**config.mk**
```make
export PLATFORM = sky130hd
export DESIGN_NAME = slc_front
export DESIGN_NICKNAME = d
export VERILOG_FILES = /design/src/hdl/slc_pkg.sv /design/src/hdl/slc_front.sv
export SDC_FILE = /design/constraint.sdc
export NUM_CORES = 1
export LEC_CHECK = 0
export BUFFER_PORTS_ARGS = -buffer_cell sky130_fd_sc_hd__buf_2
export CAP_MARGIN = 20
export CELL_PAD_IN_SITES_DETAIL_PLACEMENT = 0
export CELL_PAD_IN_SITES_GLOBAL_PLACEMENT = 1
export CORE_MARGIN = 8
export CORE_UTILIZATION = 40
export DETAILED_ROUTE_END_ITERATION = 10
export GPL_ROUTABILITY_DRIVEN = 0
export GPL_TIMING_DRIVEN = 0
export PLACE_DENSITY = 0.71
export REMOVE_ABC_BUFFERS = 1
export SYNTH_ARGS = -nofsm -noshare
export SYNTH_HDL_FRONTEND = slang
export SYNTH_SLANG_ARGS = --single-unit
```
**constraint.sdc**
```tcl
create_clock -name clk -period 5.85 [get_ports clk]
set_clock_uncertainty 0.15 [all_clocks]
set_input_delay 0.2925 -clock clk [delete_from_list [all_inputs] [get_ports clk]]
set_output_delay 0.2925 -clock clk [all_outputs]
set_load 0.02 [all_outputs]
```
**src/hdl/slc_pkg.sv**
```systemverilog
// Shared types and codes for the set-associative LRU cache lookup.
// Depends on nothing.
`default_nettype none
package slc_pkg;

  typedef enum logic [1:0] {
    OP_LOAD   = 2'd0,
    OP_STORE  = 2'd1,
    OP_MODIFY = 2'd2,
    OP_UNUSED = 2'd3
  } op_t;

  typedef enum logic [1:0] {
    OUT_HIT   = 2'd0,
    OUT_FILL  = 2'd1,
    OUT_EVICT = 2'd2,
    OUT_NONE  = 2'd3
  } outcome_t;

  typedef enum logic [1:0] {
    CFG_SET_BITS   = 2'd0,
    CFG_BLOCK_BITS = 2'd1,
    CFG_WAYS       = 2'd2,
    CFG_NONE       = 2'd3
  } cfg_idx_t;

  typedef enum logic [1:0] {
    BK_CLEAR,
    BK_IDLE,
    BK_EXEC
  } bk_state_t;

  // Front queue head status toward the back end.
  typedef struct packed {
    logic valid;
    logic dbl;
  } fq_ctrl_t;

  // Back end control toward the front.
  typedef struct packed {
    logic pop;
    logic clearing;
  } bk_ctrl_t;

  localparam logic [3:0] SET_BITS_RST   = 4'd4;
  localparam logic [5:0] BLOCK_BITS_RST = 6'd4;
  localparam logic [3:0] WAYS_RST       = 4'd8;
  localparam logic [5:0] BLOCK_BITS_MAX = 6'd32;
  localparam logic [31:0] COUNT_MAX     = 32'hFFFF_FFFF;

endpackage
`default_nettype wire

```
**src/hdl/slc_front.sv**
```systemverilog
// Front end: accepts access items, splits the address, queues them.
// Depends on slc_pkg.
`default_nettype none
module slc_front #(
  parameter int MAX_SET_BITS = 10,
  parameter int ADDR_WIDTH   = 64
) (
  input  wire logic                       clk,
  input  wire logic                       rst,
  input  wire logic                       push,
  output logic                            full,
  input  wire logic [1:0]                 operation,
  input  wire logic [ADDR_WIDTH-1:0]      address,
  input  wire logic [3:0]                 set_bits,
  input  wire logic [5:0]                 block_bits,
  output slc_pkg::fq_ctrl_t               q,
  output logic [MAX_SET_BITS-1:0]         q_set,
  output logic [ADDR_WIDTH-3:0]           q_tag,
  input  wire slc_pkg::bk_ctrl_t          bk
);
  localparam int TW = ADDR_WIDTH - 2;

  logic [4:0]              s;
  logic [5:0]              b;
  logic [6:0]              bs;
  logic [ADDR_WIDTH-1:0]   shifted;
  logic [ADDR_WIDTH-1:0]   tag_full;
  logic [MAX_SET_BITS-1:0] mask;
  logic [MAX_SET_BITS-1:0] set_in;
  logic                    accept;

  logic                    ent_dbl [2];
  logic [MAX_SET_BITS-1:0] ent_set [2];
  logic [TW-1:0]           ent_tag [2];
  logic                    wptr;
  logic                    rptr;
  logic [1:0]              cnt;

  always_comb begin
    if (set_bits == 4'd0) begin
      s = 5'd1;
    end else if (5'(set_bits) > 5'(MAX_SET_BITS)) begin
      s = 5'(MAX_SET_BITS);
    end else begin
      s = 5'(set_bits);
    end
    if (block_bits == 6'd0) begin
      b = 6'd1;
    end else if (block_bits > slc_pkg::BLOCK_BITS_MAX) begin
      b = slc_pkg::BLOCK_BITS_MAX;
    end else begin
      b = block_bits;
    end
    bs       = 7'(b) + 7'(s);
    shifted  = address >> b;
    tag_full = address >> bs;
    mask     = ~({MAX_SET_BITS{1'b1}} << s);
    set_in   = shifted[MAX_SET_BITS-1:0] & mask;
  end

  assign full   = (cnt == 2'd2) || bk.clearing;
  assign accept = push && !full;

  always_ff @(posedge clk) begin
    if (accept) begin
      ent_dbl[wptr] <= (operation == slc_pkg::OP_MODIFY);
      ent_set[wptr] <= set_in;
      ent_tag[wptr] <= tag_full[TW-1:0];
    end
  end

  always_ff @(posedge clk) begin
    if (rst) begin
      wptr <= 1'b0;
      rptr <= 1'b0;
      cnt  <= 2'd0;
    end else begin
      if (accept) begin
        wptr <= ~wptr;
      end
      if (bk.pop) begin
        rptr <= ~rptr;
      end
      cnt <= cnt + 2'(accept) - 2'(bk.pop);
    end
  end

  assign q     = {(cnt != 2'd0), ent_dbl[rptr]};
  assign q_set = ent_set[rptr];
  assign q_tag = ent_tag[rptr];
endmodule
`default_nettype wire

```
# Yosys cells after proc, flatten, opt, wreduce, memory -nomap -nowiden
# Memory sizes are Yosys's and may differ from the RTL's. A register that Yosys moved wholly into a read port is not among the register bits.
# Cells that the tools add are included.
# W data, S select, Z words.
[totals]
ff_bits = 4
ram_bits = 146
output_inout_bits = 75
n_memories = 3
[classes]
add_sub_neg = 3
magnitude_cmp = 2
n_eq_ne = 2
n_shift = 3
muxes = 12
bitwise = 4
reduce_logical = 6
[mem_list]
columns = ["memory", "words", "word_bits", "read_ports", "rd_ports_with_merged_regs", "wr", "line", "rtl"]
rows = [
  ["ent_tag", 2, 62, 1, 1, 1, "slc_front.sv:34", "logic [TW-1:0] ent_tag [2];"],
  ["ent_set", 2, 10, 1, 1, 1, "slc_front.sv:33", "logic [MAX_SET_BITS-1:0] ent_set [2];"],
  ["ent_dbl", 2, 1, 1, 1, 1, "slc_front.sv:32", "logic ent_dbl [2];"],
]
[ops]
columns = ["op", "n"]
rows = [
  ["$shr A64 B6 Y10", 1],
  ["$shr A64 B7 Y62", 1],
  ["$mux W6", 2],
  ["$and A10 B10 Y10", 1],
  ["$not A10 Y10", 1],
  ["$shl A10 B5 Y10 const A", 1],
  ["$mux W1", 8],
  ["$mux W4", 2],
  ["$add A6 B5 Y7", 1],
  ["$gt A6 B6 Y1 const B", 1],
  ["$logic_not A6 Y1", 1],
  ["$eq A2 B2 Y1 const B", 2],
  ["$gt A4 B4 Y1 const B", 1],
  ["$logic_not A4 Y1", 1],
  ["$add A2 B1 Y2", 1],
  ["$not A1 Y1", 2],
  ["$reduce_bool A2 Y1", 1],
  ["$sub A2 B1 Y2", 1],
  ["$logic_and A1 B1 Y1", 1],
  ["$logic_not A1 Y1", 1],
  ["$logic_or A1 B1 Y1", 1],
]

# Longest topological paths before layout
[logic_depth]
depth_word = 6
depth_mapped = 19

# Worst setup path after synthesis
# Ideal clock, no wire load.
[synth_timing]
path_kind = "in2reg"
from = "input block_bits[1]"
to = "memory ent_tag[0][0] (netlist name) (data pin)"
setup_time_ps = 273
t_arrival_ps = 4079
t_required_ps = 5427
setup_slack_ps = 1348
cell_stages = 17
n_path_buf = 6
path_cell_list = "clkbuf_1 -> nor4_1 -> o21ai_2 -> inv_2 -> buf_2 -> buf_2 -> ha_1 -> inv_1 -> fa_1 -> buf_2 -> buf_2 -> buf_1 -> mux2i_1 -> nand2_1 -> a311o_1 -> a32oi_1 -> o21ai_0"
[synth_between]
elab_chain_cells = 5
elab_cells_between_ends = 6
classes_between = "add/sub (1); order compare (1); shift (1); mux (2); reduce/logical (1)"
[synth_lines]
columns = ["item", "line", "rtl"]
rows = [
  ["start: declaration", "slc_front.sv:15", "input wire logic [5:0] block_bits,"],
  ["$gt A6 B6 Y1", "slc_front.sv:49", "end else if (block_bits > slc_pkg::BLOCK_BITS_MAX) begin"],
  ["$mux W6", "slc_front.sv:49", ""],
  ["$mux W6 *", "slc_front.sv:47", "if (block_bits == 6'd0) begin"],
  ["$add A6 B5 Y7 *", "slc_front.sv:54", "bs = 7'(b) + 7'(s);"],
  ["$shr A64 B7 Y62 *", "slc_front.sv:56", "tag_full = address >> bs;"],
  ["named net tag_full[0]", "slc_front.sv:27", "logic [ADDR_WIDTH-1:0] tag_full;"],
  ["end: declaration", "slc_front.sv:34", ""],
]
# The timed path passes the listed nets; every way through them passes the cells marked *.

# Worst setup path in the final report
[layout_timing]
from = "input block_bits[3]"
to = "memory ent_tag[0][3] (netlist name) (data pin)"
# The elaborated chain is that of the path after synthesis.

==> impl_metrics.toml <==
[drt]
drtIter0Drc = 587
drc = 0
firstDrtPassIters = 5
ant_nets = 0
wl_mm = 34.72
vias = 9219
viasPerCell = 5.805
wl_per_cell_um = 21.87

[power_and_ir_drop]
power_density_nw_per_um2 = 302.2
power_leakage_nw = 5.147
ir_worst_vdd_mv = 0.1961

[timing]
grt_setup_unrepaired = "no"
max_freq_mhz = 189.7
finalMaxSlewViolations = 0
hold_viol = 0
slew_headroom_pct = 37.21
tightest_slew_ps = 941.8
setup_tns_ps = 0
period_minus_slack_ps = 5272
setup_viol = 0
period_share_pct = 90.12

[worst_setup_path]
crit_type = "in -> reg"
crit_path_cell_trace = "buf_2, nor4_1, o21ai_4, inv_2, ha_2, inv_1, fa_4, buf_16, mux2_2, mux2i_1, nor2_1, a21oi_1, mux2i_1, a32oi_1, o21ai_0"
rrSetupSlack_ps = 3500
r2r-end = "ent_tag[0][41]$_DFFE_PP_"
rr_worst_depth = 6
arrival_ps = 5260
cp-end-kind = "flip-flop"
slowest_stage = "fa_4"
critPathLaunchType = "primary input"
worstPathRequired_ps = 5840
cp_slowest_stage_delay_ps = 1160
rr_startpoint = "cnt[0]$_SDFF_PP0_"
critical_path.max_fanout = 54
cpMostUsedCell = "mux2i_1"

[synthesis]
synth_top_area_share_pct = 38.55
synth-edff-count = 146
synth_area_um2 = 11370
synth_cells = 1094
synth_seq_area_share_pct = 39.43
yosys_warnings = 0
async_flop_share_pct = 0
syn-mean-instance-area_um2 = 10.40
yosysTopAreaCell = "edfxtp_1"
yosysUniqueCellTypes = 61
yosys_most_used_dff = "edfxtp_1"
yosys-top-cells-area = "edfxtp_1 39%, mux2i_1 15%, mux2_2 9.9%"
synth_seq_cells = 151
synth_most_common_cell = "mux2i_1"
synth_commonest_cells = "170 x mux2i_1, 146 x edfxtp_1, 133 x nand2_1, 100 x mux2_2, 93 x nor2_1"

[die]
die_area_um2 = 34080
placement_rows = 61
die_height_um = 184.6
io_pins = 156
start_util_pct = 40.83
die_w_um = 184.6
coreArea_um2 = 27860

[clock_network]
cts_inserted_buffers = 17
cts_hold_buf = 3
clk_pin_slew_ps = 60
cts.sinks = 151
cts_tree = "yes"
clockRootBuffer = "clkbuf_16"
clock_latency_ps = 420
htreeDepth = 4
post_cts_buffers = 0
ctsResizeCount = 0
clk_path_buf_depth = 2

[grt]
grt_overflow = 0
grt_pass1_wl_mm = 53.45
antenna_found_initial = 7
grt_max_degree = 68
grtUsageTotal_pct = 20.20
first_global_vias = 9116

[min_path]
holdCritStartpoint = "operation[1]"
hp-class = "in -> reg"
min_to = "ent_dbl[0]$_DFFE_PP_"
worstHoldPathCells = 2

[place]
dp_hpwl_mm = 26.21
numPortBuffers = 155

[flow_run]
drv_cap = 0

[status]
outcome = "complete, no violations"

[finish]
final_util_pct = 47.28
drive_above_1_share_pct = 29.55
final_nets = 1283
syn_to_final_growth_pct = 15.80
-- sequential cells by signal, summed over array words and instances, names as in the netlist, named ones only --
| name | count |
|---|---|
| ent_set | 20 |
| ent_dbl | 2 |
| rptr | 1 |
| wptr | 1 |
| cnt | 2 |
| ent_tag | 124 |
-- metal layers --
metal	vias to the layer above	wire length [µm]	global-route usage, %
met4	10	500	5.314
met3	38	2588	4.804
li1	4348	-	-
met5	-	62	0
met1	4474	15200	26.78
met2	349	16370	32.69
-- worst max-delay path by stage --
| stage | from | endpoint | slack [ps] | cells after the start |
|---|---|---|---|---|
| 4_1_cts | block_bits[2] | ent_tag[1][1]$_DFFE_PP_ | 640 | 15 |
| 3_5_place_dp | block_bits[2] | ent_tag[1][1]$_DFFE_PP_ | 190 | 15 |
| 6_report | block_bits[3] | ent_tag[0][3]$_DFFE_PP_ | 580 | 15 |
| 2_1_floorplan | block_bits[5] | ent_tag[0][21]$_DFFE_PP_ | -1710 | 9 |
| 5_1_grt | block_bits[2] | ent_tag[1][1]$_DFFE_PP_ | 180 | 15 |
| 3_3_place_gp | block_bits[1] | ent_tag[0][21]$_DFFE_PP_ | -4050 | 11 |
-- power breakdown --
group          internal (mW)  total, mW  leakage (nW)  switching [mW]
registers               1.34       1.37          1.40          0.0273
logic                  0.601       1.57          3.50           0.972
clock network          0.552       1.04         0.249           0.483
-- cells by family (layout without fill, tap and decap cells) --
| kind of cell | count (synthesis) | after routing | synth area share, % |
|---|---|---|---|
| DFF | 151 | 151 | 39.43 |
| adders and majority gates | 7 | 7 | 0.8361 |
| xor gates and xnor gates | 8 | 8 | 0.8581 |
| other | 0 | 2 | 0 |
| buffers and inverters | 109 | 223 | 4.290 |
| AOI/OAI and AO/OA | 207 | 207 | 12.00 |
| and+or+nand+nor | 312 | 312 | 11.78 |
| muxes | 300 | 300 | 30.80 |
-- area by class of cell --
class | count | area, µm²
sequential | 151 | 4488
timing repair buffer | 174 | 1135
tap | 378 | 473.0
clock inverter | 14 | 117.6
multi-input combinational | 834 | 6459
antenna | 2 | 5.005
clock buffer | 18 | 429.2
inverter | 17 | 63.81
fill | 2660 | 14690
-- worst max-delay path: cells and delay by family --
kind	cells	cell delay [ps]
compound gates	4	990
buf+inv	4	1070
mux	3	850
simple gates	2	530
fa+ha+maj	2	1460
-- stage by stage --
step	worst slack [ps]	instances	hold slack, ps	total power [mW]	instance area [µm²]
after global placement	-4052	1535	346.1	2.938	12200
after detailed placement	187.3	1551	356.2	2.956	12590
after floorplan	-1708	1002	214.1	2.461	10950
final	578.2	1588	62.90	3.979	13170
after CTS	636.9	1586	52.27	3.995	13170
after global routing	176.0	1588	85.39	4.186	13170
-- cells in the final DEF, fill, tap and decap left out, drive strengths merged, types with 3 or more instances in the layout --
master       instances
buf                171
mux2i              170
edfxtp             146
nand2              133
mux2               100
nor2                93
a21oi               60
o21ai               45
mux4                30
nand3               29
a211oi              27
inv                 22
a32oi               19
clkbuf              18
nor2b               17
o211ai              12
and3                11
nor3                 8
a31oi                7
and2                 6
clkinvlp             6
ha                   6
nand2b               5
dfxtp                5
or2                  4
nor4                 3
a22oi                3
o22ai                3
xnor2                3
xor2                 3
or3                  3
o221a                3
a2bb2oi              3
o221ai               3
dlygate4sd3          3
o31ai                3
clkinv               3
Power figures use the tool's default switching activity.
